===== config.mk =====
export PLATFORM = sky130hd
export DESIGN_NAME = btt_ctrl
export DESIGN_NICKNAME = d
export VERILOG_FILES = /design/src/btt_pkg.sv /design/src/btt_ctrl.sv
export VERILOG_INCLUDE_DIRS = /design/src /design/src/src
export SDC_FILE = /design/constraint.sdc
export NUM_CORES = 1
export LEC_CHECK = 0
export ABC_AREA = 1
export BUFFER_PORTS_ARGS = -buffer_cell sky130_fd_sc_hd__buf_2
export CAP_MARGIN = 20
export CORE_AREA = 2 2 39 41
export DETAILED_ROUTE_END_ITERATION = 8
export DIE_AREA = 0 0 41 43
export SKIP_LAST_GASP = 1
export SYNTH_ARGS = -nofsm -noshare
export SYNTH_HDL_FRONTEND = slang
export SYNTH_SLANG_ARGS = --single-unit

===== constraint.sdc =====
create_clock -name i_clk -period 3.2 [get_ports i_clk]
set_clock_uncertainty 0.15 [all_clocks]
set_input_delay 0.16 -clock i_clk [delete_from_list [all_inputs] [get_ports i_clk]]
set_output_delay 0.16 -clock i_clk [all_outputs]
set_load 0.03 [all_outputs]

===== src/bucketed_transposition_table_top_macros.svh =====
// Assertion macros shared by the transposition table RTL.
`ifndef BUCKETED_TRANSPOSITION_TABLE_TOP_MACROS_SVH
`define BUCKETED_TRANSPOSITION_TABLE_TOP_MACROS_SVH
`ifndef NO_ASSERTIONS
`define BTT_ASSERT_IMP(label, clk, rst_n, ante, cons) \
    label: assert property (@(posedge clk) disable iff (!rst_n) (ante) |-> (cons)) \
        else $error("assertion failed");
`define BTT_ASSERT_NEXT(label, clk, rst_n, ante, cons) \
    label: assert property (@(posedge clk) disable iff (!rst_n) (ante) |=> (cons)) \
        else $error("assertion failed");
`else
`define BTT_ASSERT_IMP(label, clk, rst_n, ante, cons)
`define BTT_ASSERT_NEXT(label, clk, rst_n, ante, cons)
`endif
`endif


===== src/btt_pkg.sv =====
// Package with the shared types and constants of the transposition table.
package btt_pkg;
    localparam logic [1:0] OP_PROBE = 2'd0;
    localparam logic [1:0] OP_STORE = 2'd1;
    localparam logic [1:0] OP_NEWGEN = 2'd2;
    localparam logic [1:0] ST_MATE = 2'd0;
    localparam logic [1:0] ST_NOMATE = 2'd1;
    localparam logic [1:0] ST_LIMIT = 2'd2;
    localparam logic [7:0] UNKNOWN = 8'hFF;
    localparam int EW = 64 + 8 + 8 + 8 + 1 + 16;

    typedef enum logic [2:0] {
        S_CLEAR, S_IDLE, S_READ, S_EXEC, S_OUT
    } t_state;

    typedef struct packed {
        logic [63:0] key;
        logic [7:0]  gen;
        logic [7:0]  mate;
        logic [7:0]  lim;
        logic        nomate;
        logic [15:0] move;
    } t_entry;

    typedef struct packed {
        logic clear_en;
        logic clear_start;
        logic latch_in;
        logic read_en;
        logic exec;
        logic gen_inc;
    } t_cmd;

    typedef struct packed {
        logic clear_done;
        logic op_newgen;
        logic gen_last;
    } t_stat;

    function automatic t_entry empty_entry();
        t_entry e;
        e.key = '0; e.gen = '0; e.mate = UNKNOWN; e.lim = UNKNOWN;
        e.nomate = 1'b0; e.move = '0;
        return e;
    endfunction
endpackage


===== src/btt_ctrl.sv =====
// Controller state machine sequencing clear, read, execute and output.
`include "bucketed_transposition_table_top_macros.svh"
module btt_ctrl (
    input  logic           i_clk,
    input  logic           i_rst_n,
    input  logic           i_in_valid,
    output logic           o_in_ready,
    output logic           o_out_valid,
    input  logic           i_out_ready,
    output btt_pkg::t_cmd  o_cmd,
    input  btt_pkg::t_stat i_stat
);
    btt_pkg::t_state r_state, n_state;
    logic r_wrap, n_wrap;

    always_ff @(posedge i_clk) begin
        if (!i_rst_n) begin
            r_state <= btt_pkg::S_CLEAR;
            r_wrap <= 1'b0;
        end else begin
            r_state <= n_state;
            r_wrap <= n_wrap;
        end
    end

    always_comb begin
        n_state = r_state;
        n_wrap = r_wrap;
        o_cmd = '0;
        o_in_ready = 1'b0;
        o_out_valid = 1'b0;
        case (r_state)
            btt_pkg::S_CLEAR: begin
                o_cmd.clear_en = 1'b1;
                if (i_stat.clear_done) begin
                    n_state = r_wrap ? btt_pkg::S_OUT : btt_pkg::S_IDLE;
                    n_wrap = 1'b0;
                end
            end
            btt_pkg::S_IDLE: begin
                o_in_ready = 1'b1;
                o_cmd.latch_in = 1'b1;
                if (i_in_valid) n_state = btt_pkg::S_READ;
            end
            btt_pkg::S_READ: begin
                o_cmd.read_en = 1'b1;
                n_state = btt_pkg::S_EXEC;
            end
            btt_pkg::S_EXEC: begin
                o_cmd.exec = 1'b1;
                n_state = btt_pkg::S_OUT;
                if (i_stat.op_newgen) begin
                    o_cmd.gen_inc = 1'b1;
                    if (i_stat.gen_last) begin
                        o_cmd.clear_start = 1'b1;
                        n_wrap = 1'b1;
                        n_state = btt_pkg::S_CLEAR;
                    end
                end
            end
            btt_pkg::S_OUT: begin
                o_out_valid = 1'b1;
                if (i_out_ready) n_state = btt_pkg::S_IDLE;
            end
            default: n_state = btt_pkg::S_IDLE;
        endcase
    end

    `BTT_ASSERT_IMP(a_ready_idle, i_clk, i_rst_n, o_in_ready, r_state == btt_pkg::S_IDLE)
    `BTT_ASSERT_IMP(a_excl, i_clk, i_rst_n, o_out_valid, !o_in_ready)
    `BTT_ASSERT_NEXT(a_accept_read, i_clk, i_rst_n, o_in_ready && i_in_valid,
        r_state == btt_pkg::S_READ)
endmodule


==> impl_summary.txt, run 1 <==
----------------------------------------------------
[Route]
  DR pass1 iterations ... 4
  Average vias per placed instance ... 4.07
  Antenna Nets Post-Route ... 0
  Post-route DRC violation count ... 0
  First-iteration detailed-routing DRC count ... 6
  Avg WL per Cell ... ~8 µm
  Via total after detailed routing ... between 300 and 400
  Routed wire length ... 670 µm

[Clocking]
  Hold-fix buffers at CTS ... 0
  Clock tree buffer depth ... 2
  Post-CTS Setup Repair Bufs ... 0
  Skew-Pair Late Insertion Delay ... 0.23 ns
  CTS H-tree depth ... 1
  Clock root cell ... sky130_fd_sc_hd__clkbuf_4
  Post-cts gate resize count ... 0
  Total CTS buffers ... 3
  Clock-pin slew on the worst setup and hold paths ... roughly 0.030 ns
  TritonCTS clock tree ... built
  Sink count of the clock tree ... 4

[Global routing]
  Vias in the first global route ... ~280
  Wire length of the first global-routing pass ... 1.01 mm
  Leftover overflow at the end of global routing ... 0
  All-layer global routing usage ... between 8 and 9%
  Largest net degree at the start of global routing ... 7
  Antenna violations before repair ... 0

[Timing]
  Achievable clock frequency ... 657 MHz
  Post-route clock period utilization ... a little under half
  Setup-violating endpoint count in the final report ... 0
  Number of slew-limit violations in the final report ... 0
  Transition at the pin with the smallest max-transition slack ... ~0.19 ns
  Rel. slew slack ... roughly 90%
  Final critical-path required period ... 1.52 ns
  Endpoints failing hold ... 0
  RSZ-0062 raised after global routing ... false
  Total Neg Setup Slack ... 0 ns

[Power and ir drop]
  Combinational cell fraction of total power ... around three fifths
  Leakage power summed over all cells ... about 0.00025 µW
  Switching power ... 180 µW
  Part of the power in the clock network ... 16.9%
  Cell internal power dissipation ... 175 µW
  P per Cell Area ... between 800 and 900 mW/mm²
  VDD IR-drop max ... 0.191 mV
  Switching Fraction ... ~51%
  Sequential fraction of design power ... approximately a quarter

[Synthesis]
  Total of flip-flops plus latches after synthesis ... 4
  Number of enable flip-flop cells after synthesis ... 0
  Register area share after synthesis ... between 20% and 30%
  Synthesized cell area ... ~310 µm²
  Synth warnings ... 0
  Net count after synthesis ... 60
  Leading area contributor after synthesis ... sky130_fd_sc_hd__dfxtp_1
  Synth unique cells ... 12
  Post-synthesis instance total ... 53
  Fraction of synthesis flops using an asynchronous set or reset pin ... 0%
  Area share of the largest cell type after synthesis ... a little over a quarter
  Commonest register cell after synthesis ... sky130_fd_sc_hd__dfxtp_1
  Average cell area after synthesis ... approximately 5.8 µm²
  Largest cells by area after synthesis ... sky130_fd_sc_hd__dfxtp_1, sky130_fd_sc_hd__nand2_1, sky130_fd_sc_hd__inv_1
  Leading cell type by number of instances after synthesis ... sky130_fd_sc_hd__nand2_1
  Synth top cells by count ... sky130_fd_sc_hd__nand2_1, sky130_fd_sc_hd__inv_1, sky130_fd_sc_hd__nor2_1

[Placed design]
  Weighted congestion at the end of routability-driven global placement ... ~0.75
  Detailed Place HPWL ... ~580 µm
  Port bufs ... 14
  Dpl cell area ... around 380 µm²

[Layout]
  Layout fillers ... between 150 and 200
  Antenna Cells ... 0
  Fraction of final layout cells sized beyond drive strength 1 ... 36.8%
  Non-Filler Cell Area, Final ... between 400 and 500 µm²
  Area growth from synthesis to layout ... 32.0%
  Nets ... 77

[Run status]
  Run status ... finished clean

[Floorplanning]
  Die height ... 43 µm
  I/O pin count ... 15
  DIE AREA ... 0.00176 mm²
  Area of the core ... 0.00138 mm²
  Initial cell density of the core ... 22.1%
  Cell Rows ... 14
  Die width ... approximately 41 µm

[Hold path]
  Worst hold path type ... in2reg

[Critical path]
  Crit end category ... primary output
  Critical path arrival ... approximately 1.2 ns
  Type of the setup path with the least slack ... reg2out
  Peak fanout along the critical path ... 5
  Sort of element at the start of the critical path ... flop
  Critical path data required time ... 2.89 ns

[Flow run]
  Number of max-cap violations ... 0

----------------------------------------------------
==> state kept, by name, indices dropped and copies added, names as in the netlist <==
signal	flops
r_wrap	1
r_state	3
==> power by group through the flow <==
stage          combinational, µW  sequential [µW]  clock (µW)
2_1_floorplan                174             81.9           0
3_3_place_gp                 212             84.3           0
3_5_place_dp                 212             85.8           0
4_1_cts                      213             85.0        64.0
5_1_grt                      232             89.0        66.9
6_report                     210             85.1        60.0
==> through the flow <==
| step | hold WS, ns | instances | total power [µW] | worst slack [ns] | utilization [%] |
|---|---|---|---|---|---|
| 6_report | 0.0311 | 84 | 356 | 1.68 | 29.1 |
| 3_5_place_dp | 0.270 | 81 | 298 | 1.91 | 27.5 |
| 2_1_floorplan | 0.131 | 53 | 256 | 1.83 | - |
| 4_1_cts | 0.0237 | 84 | 362 | 1.65 | 29.1 |
| 5_1_grt | 0.0521 | 84 | 388 | 1.56 | 29.1 |
| 3_3_place_gp | 0.265 | 81 | 297 | 1.94 | 27.5 |
==> final timing paths <==
kind | from | end | slack (ns) | cells past startpoint
setup / recovery | r_state[1] | o_cmd[4] | 1.68 | 5
hold / removal | i_rst_n | r_wrap | 0.03 | 3
setup reg to reg | r_state[1] | r_wrap | 1.96 | 7
hold reg to reg | r_wrap | r_wrap | 0.37 | 2
==> critical path: stages (launching register included) <==
cell	delay (ns)
sky130_fd_sc_hd__dfxtp_1	0.39
sky130_fd_sc_hd__nand2_1	0.09
sky130_fd_sc_hd__nor2_2	0.15
sky130_fd_sc_hd__inv_1	0.08
sky130_fd_sc_hd__nor2_1	0.08
sky130_fd_sc_hd__buf_2	0.19
==> final cells by class <==
class                      instances  area [µm²]  area share, %
timing repair buffer              14        70.1           17.4
multi-input combinational         34         161           40.1
inverter                          13        48.8           12.1
clock buffer                       3        22.5           5.59
sequential                         4        80.1           19.9
tap                               16        20.0           4.97
==> routing by layer <==
layer | wire length [µm] | vias to the layer above | GRT usage (%)
met3 | 52 | 0 | 3.14
met5 | 0 | - | 0
met2 | 318 | 10 | 12.5
li1 | - | 189 | -
met4 | 0 | 0 | 6.00
met1 | 298 | 143 | 9.97
==> cell families (layout without fill, tap and decap cells) <==
kind of cell / after synthesis / after routing / synth area share, %
and+or+nand+nor: 29 / 29 / 44.7
buffers and inverters: 15 / 30 / 20.9
AOI/OAI and AO/OA: 5 / 5 / 8.20
DFF: 4 / 4 / 26.2
==> cells in the final DEF (no fill, tap or decap), drive strengths merged <==
| master | count |
|---|---|
| nand4 | 1 |
| a21oi | 4 |
| nor2 | 8 |
| nand2 | 14 |
| o21ai | 1 |
| clkbuf | 3 |
| inv | 13 |
| dfxtp | 4 |
| nand3 | 6 |
| buf | 14 |
Power figures use the tool's default switching activity.
==> run 2, diff against run 1 <==
clock period = 1.6 ns   (was 3.2 ns; I/O delays follow)
==> impl_summary.txt, run 2 (same netlist as run 1, synthesis figures left out) <==
----------------------------------------------------
[Run status]
  Run status ... finished clean

[Critical path]
  R2r worst-path depth ... 7 (unchanged)
  Type of the setup path with the least slack ... reg2out
  Crit end category ... primary output
  Critical path arrival ... 1.23 ns (+0.02 ns)
  Endpoint of the worst register-to-register path ... r_wrap
  Worst reg-to-reg setup slack ... 0.37 ns (-1.59 ns)
  Beginning of the critical path ... r_state[1]
  RR Startpoint ... r_state[1]
  Critical path data required time ... 1.37 ns (-1.52 ns)
  Peak fanout along the critical path ... 5 (unchanged)
  Sort of element at the start of the critical path ... flop

[Timing]
  Transition at the pin with the smallest max-transition slack ... 0.197 ns (+0.0114 ns)
  Rel. slew slack ... 86.9% (-0.76 points)
  Final critical-path required period ... approximately 1.5 ns
  Achievable clock frequency ... ~680 MHz
  Number of slew-limit violations in the final report ... 0 (unchanged)
  Setup slack after layout ... 0.140 ns (-1.54 ns)
  Setup-violating endpoint count in the final report ... 0 (unchanged)
  RSZ-0062 raised after global routing ... false
  Post-route clock period utilization ... 91.3%
  Total Neg Setup Slack ... 0 ns (unchanged)
  Endpoints failing hold ... 0 (unchanged)

[Power and ir drop]
  Leakage power summed over all cells ... 0.000257 µW (+1.7%)
  P per Cell Area ... 1750 mW/mm² (+98%)
  VDD IR-drop max ... 0.413 mV (+120%)

[Hold path]
  Cell depth of the worst min-delay path ... 4 (+1)
  Worst hold path type ... in2reg
  Hold Path Sink ... r_state[2]
  Startpoint of the lowest-slack hold path ... i_out_ready

[Route]
  First-iteration detailed-routing DRC count ... 2 (-4)
  Post-route DRC violation count ... 0 (unchanged)
  Average vias per placed instance ... 4.12 (+1.1%)
  Via total after detailed routing ... 350 (+2.3%)
  DR pass1 iterations ... 2 (-2)
  Avg WL per Cell ... 8.28 µm (+3.8%)
  Antenna Nets Post-Route ... 0 (unchanged)
  Routed wire length ... 704 µm (+5.1%)

[Layout]
  Fraction of the core area covered by cells at the end of the flow ... 29.8% (+0.72 points)
  Fraction of final layout cells sized beyond drive strength 1 ... 36.2% (-0.53 points)
  Largest registers ... r_state x3, r_wrap x1
  Number of flip-flops in the largest register ... 3 (unchanged)
  Area of all sequential standard cells ... 80.1 µm² (unchanged)
  Top reg by flops ... r_state
  Area of the multi-input gates ... 161 µm² (unchanged)
  Antenna Cells ... 0 (unchanged)
  Nets ... 78 (+1.3%)
  Area growth from synthesis to layout ... 35.2%
  Most used cells in the layout excluding fill and tap cells ... sky130_fd_sc_hd__nand2_1, sky130_fd_sc_hd__buf_2, sky130_fd_sc_hd__inv_1, sky130_fd_sc_hd__nor2_1
  Layout fillers ... 170 (+5.6%)

[Global routing]
  Largest net degree at the start of global routing ... 7 (unchanged)
  Leftover overflow at the end of global routing ... 0 (unchanged)
  All-layer global routing usage ... 9.53% (+0.89 points)
  Antenna violations before repair ... 0 (unchanged)
  Vias in the first global route ... 281 (-1.1%)
  Wire length of the first global-routing pass ... 1.05 mm (+3.4%)

[Clocking]
  Total CTS buffers ... 3 (unchanged)
  Sink count of the clock tree ... 4 (unchanged)
  Clock tree buffer depth ... 2 (unchanged)
  Clock root cell ... sky130_fd_sc_hd__clkbuf_4
  CTS H-tree depth ... 1 (unchanged)
  TritonCTS clock tree ... built
  Skew-Pair Late Insertion Delay ... 0.24 ns (about the same)
  Clock-pin slew on the worst setup and hold paths ... 0.04 ns (about the same)
  Post-CTS Setup Repair Bufs ... 0 (unchanged)

[Flow run]
  Number of max-cap violations ... 0 (unchanged)

[Floorplanning]
  Initial cell density of the core ... 22.1% (unchanged)
  Cell Rows ... 14 (unchanged)
  Die height ... 43 µm (unchanged)
  I/O pin count ... 15 (unchanged)
  DIE AREA ... 0.00176 mm² (unchanged)
  Die width ... 41 µm (unchanged)
  Area of the core ... 0.00138 mm² (unchanged)

[Placed design]
  Detailed Place HPWL ... 554 µm (-3.6%)
  Port bufs ... 14 (unchanged)
  Post-Place Worst Slack ... 0.386 ns (-1.53 ns)
  Weighted congestion at the end of routability-driven global placement ... 0.783 (+3.7%)

----------------------------------------------------
==> run 2: cell count changes in the layout (fill, tap and decap cells not counted) <==
cell                            delta
sky130_fd_sc_hd__dlygate4sd3_1     +1
==> run 2: how the worst max path moves through the flow <==
| stage | endpoint | slack (ns) | cells after the start |
|---|---|---|---|
| 3_5_place_dp | r_wrap | 0.39 | 7 |
| 4_1_cts | o_cmd[4] | 0.11 | 5 |
| 6_report | o_cmd[4] | 0.14 | 5 |
| 2_1_floorplan | o_cmd[4] | 0.31 | 4 |
| 3_3_place_gp | o_cmd[4] | 0.39 | 5 |
| 5_1_grt | o_cmd[4] | 0.02 | 5 |
==> run 2: area by class of cell <==
class | instances | share of cell area [%]
repair buffers | 15 | 19.4
multi-input cells | 34 | 39.1
well taps | 16 | 4.85
flip-flops and latches | 4 | 19.4
clock buffers | 3 | 5.45
inverters | 13 | 11.8
==> run 2: per-layer routing <==
metal / global-route usage [%] / up-vias / routed length, µm / part of all wire, %
met5: 0 / - / 0 / 0
li1: - / 191 / - / -
met3: 3.14 / 4 / 56 / 8.0
met1: 9.94 / 143 / 290 / 41
met2: 13.4 / 12 / 336 / 48
met4: 10.0 / 0 / 21 / 3.0
==> run 2: metrics by stage <==
stage               cells  cell area, µm²  hold WS, ns  total power, µW
detailed placement     81             380        0.185              593
floorplan              53             305       0.0506              513
finish                 85             413       0.0222              722
global placement       81             380        0.184              592
global route           85             413       0.0813              777
CTS                    85             413       0.0155              731
==> run 2: critical path, cell delays in order, from the launching register on <==
cell and delay [ns]:
sky130_fd_sc_hd__dfxtp_1 0.40, sky130_fd_sc_hd__nand2_1 0.09, sky130_fd_sc_hd__nor2_2 0.14, sky130_fd_sc_hd__inv_1 0.08, sky130_fd_sc_hd__nor2_1 0.08, sky130_fd_sc_hd__buf_2 0.20
==> run 2: repair_timing <==
item	CTS	global route
hold buffers	1	0
resized for setup	0	0
hold endpoints to repair	4	0
==> run 2: report_power, final <==
part / total (µW) / internal [µW] / switching, µW / leakage [µW]
registers: 171 / 133 / 37.7 / 0.0000329
logic: 420 / 135 / 285 / 0.000211
clock network: 131 / 84.3 / 47.1 / 0.0000138
==> run 3, diff against run 2 <==
RECOVER_POWER = 100   (was unset)
==> impl_summary.txt, run 3 (same netlist as run 1, synthesis figures left out) <==
----------------------------------------------------
[Run status]
  Run status ... finished clean

[Floorplanning]
  Die width ... 41 µm (unchanged)
  Initial cell density of the core ... 22.1% (unchanged)
  Die height ... 43 µm (unchanged)
  Area of the core ... 0.00138 mm² (unchanged)
  Cell Rows ... 14 (unchanged)
  I/O pin count ... 15 (unchanged)
  DIE AREA ... 0.00176 mm² (unchanged)

[Timing]
  Post-route clock period utilization ... 92.3% (+0.99 points)
  Transition at the pin with the smallest max-transition slack ... 0.365 ns (+0.168 ns)
  RSZ-0062 raised after global routing ... false
  Total Neg Setup Slack ... 0 ns (unchanged)
  Endpoints failing hold ... 0 (unchanged)
  Setup-violating endpoint count in the final report ... 0 (unchanged)
  Final critical-path required period ... 1.48 ns (+0.0159 ns)
  Number of slew-limit violations in the final report ... 0 (unchanged)
  Achievable clock frequency ... 677 MHz (-1.1%)
  Rel. slew slack ... 75.8% (-11 points)

[Clocking]
  CTS H-tree depth ... 1 (unchanged)
  Total CTS buffers ... 3 (unchanged)
  TritonCTS clock tree ... built
  Post-cts gate resize count ... 0 (unchanged)
  Clock-pin slew on the worst setup and hold paths ... 0.04 ns (about the same)
  Skew-Pair Late Insertion Delay ... 0.24 ns (about the same)
  Clock root cell ... sky130_fd_sc_hd__clkbuf_4
  Post-CTS Setup Repair Bufs ... 0 (unchanged)
  Sink count of the clock tree ... 4 (unchanged)
  Clock tree buffer depth ... 2 (unchanged)
  Hold-fix buffers at CTS ... 1 (unchanged)

[Layout]
  Layout fillers ... 173 (+1.8%)
  Area growth from synthesis to layout ... 32.8%
  Nets ... 78 (unchanged)
  Antenna Cells ... 0 (unchanged)
  Largest registers ... r_state x3, r_wrap x1
  Area of the multi-input gates ... 159 µm² (-1.6%)
  Number of flip-flops in the largest register ... 3 (unchanged)
  Leading cell type in the layout, fill and taps excluded ... sky130_fd_sc_hd__nand2_1
  Top reg by flops ... r_state
  Area of all sequential standard cells ... 80.1 µm² (unchanged)
  Most used cells in the layout excluding fill and tap cells ... sky130_fd_sc_hd__nand2_1, sky130_fd_sc_hd__inv_1, sky130_fd_sc_hd__buf_2, sky130_fd_sc_hd__nor2_1
  Fraction of final layout cells sized beyond drive strength 1 ... 27.5% (-8.7 points)

[Route]
  First-iteration detailed-routing DRC count ... 4 (+2)
  DR pass1 iterations ... 4 (+2)
  Post-route DRC violation count ... 0 (unchanged)
  Routed wire length ... 708 µm (+0.57%)
  Antenna Nets Post-Route ... 0 (unchanged)
  Via total after detailed routing ... 354 (+1.1%)
  Average vias per placed instance ... 4.16 (+1.1%)
  Avg WL per Cell ... 8.33 µm (+0.57%)

[Critical path]
  Crit end category ... primary output
  Endpoint of the worst register-to-register path ... r_state[1]
  Sort of element at the start of the critical path ... flop
  Peak fanout along the critical path ... 5 (unchanged)
  Type of the setup path with the least slack ... reg2out
  Critical path arrival ... 1.25 ns (+0.02 ns)
  RR Startpoint ... r_state[2]
  Critical path data required time ... 1.37 ns (about the same)
  R2r worst-path depth ... 6 (-1)
  Worst reg-to-reg setup slack ... 0.30 ns (-0.07 ns)

[Power and ir drop]
  Leakage power summed over all cells ... 0.000240 µW (-6.8%)
  P per Cell Area ... 1750 mW/mm² (+0.17%)
  Part of the power in the clock network ... 18.5% (+0.3 points)
  Combinational cell fraction of total power ... 57.5% (-0.6 points)
  Total power draw ... 711 µW (-1.6%)
  Switching power ... 369 µW (-0.22%)
  Switching Fraction ... 51.9% (+0.74 points)
  Sequential fraction of design power ... 24.0% (+0.3 points)
  VDD IR-drop max ... 0.411 mV (-0.38%)
  Cell internal power dissipation ... 342 µW (-3.1%)

[Global routing]
  All-layer global routing usage ... 9.53% (unchanged)
  Vias in the first global route ... 281 (unchanged)
  Global Route met3 Usage ... 3.14% (unchanged)
  Layer with the highest usage ... met2
  Largest net degree at the start of global routing ... 7 (unchanged)
  Met2 Usage GRT ... 13.4% (unchanged)
  Antenna violations before repair ... 0 (unchanged)
  GR Util met1 ... 9.94% (unchanged)
  Wire length of the first global-routing pass ... 1.05 mm (unchanged)
  Leftover overflow at the end of global routing ... 0 (unchanged)

[Placed design]
  Detailed Place HPWL ... 554 µm (unchanged)
  Weighted congestion at the end of routability-driven global placement ... 0.783 (unchanged)
  Port bufs ... 14 (unchanged)

[Hold path]
  Cell depth of the worst min-delay path ... 4 (unchanged)
  Worst hold path type ... in2reg
  Startpoint of the lowest-slack hold path ... i_out_ready
  Hold Path Sink ... r_state[2]

[Flow run]
  Number of max-cap violations ... 0 (unchanged)

----------------------------------------------------
[run 3: how the worst max path moves through the flow]
stage          startpoint  endpoint  slack, ns
6_report       r_state[0]  o_cmd[5]       0.12
5_1_grt        r_state[1]  o_cmd[4]       0.01
4_1_cts        r_state[1]  o_cmd[4]       0.11
3_5_place_dp   r_state[0]    r_wrap       0.39
3_3_place_gp   r_state[0]  o_cmd[4]       0.39
2_1_floorplan  r_state[1]  o_cmd[4]       0.31
[run 3: worst max-delay path, stage by stage (launching register included)]
cell and delay, ns:
sky130_fd_sc_hd__dfxtp_1 0.34, sky130_fd_sc_hd__nor2_2 0.18, sky130_fd_sc_hd__nand2_1 0.11, sky130_fd_sc_hd__inv_2 0.07, sky130_fd_sc_hd__clkbuf_1 0.30
[run 3: area by class of cell]
type | instances | share of cell area, %
clock buffers | 3 | 5.56
flip-flops and latches | 4 | 19.8
well taps | 16 | 4.94
inverters | 13 | 12.0
multi-input cells | 34 | 39.2
repair buffers | 15 | 18.5
[run 3: layer usage]
metal,vias to the layer above,share of wire [%]
met5,-,0
met4,0,3.0
met3,4,7.9
met2,12,48
met1,147,41
li1,191,-
[run 3: power by group through the flow]
stage / clock network, µW / logic [µW] / registers [µW]
floorplan: 0 / 349 / 164
CTS: 134 / 426 / 171
global route: 136 / 452 / 176
detailed placement: 0 / 421 / 172
finish: 132 / 409 / 170
global placement: 0 / 422 / 171
[run 3: stage by stage]
| step | util [%] | std cells | setup WS, ns | hold WS, ns | instance area [µm²] |
|---|---|---|---|---|---|
| 2_1_floorplan | - | 53 | 0.314 | 0.0506 | 305 |
| 3_3_place_gp | 27.5 | 81 | 0.389 | 0.184 | 380 |
| 3_5_place_dp | 27.5 | 81 | 0.386 | 0.185 | 380 |
| 4_1_cts | 29.8 | 85 | 0.115 | 0.0155 | 413 |
| 5_1_grt | 29.3 | 85 | 0.0114 | 0.0813 | 405 |
| 6_report | 29.3 | 85 | 0.124 | 0.0231 | 405 |
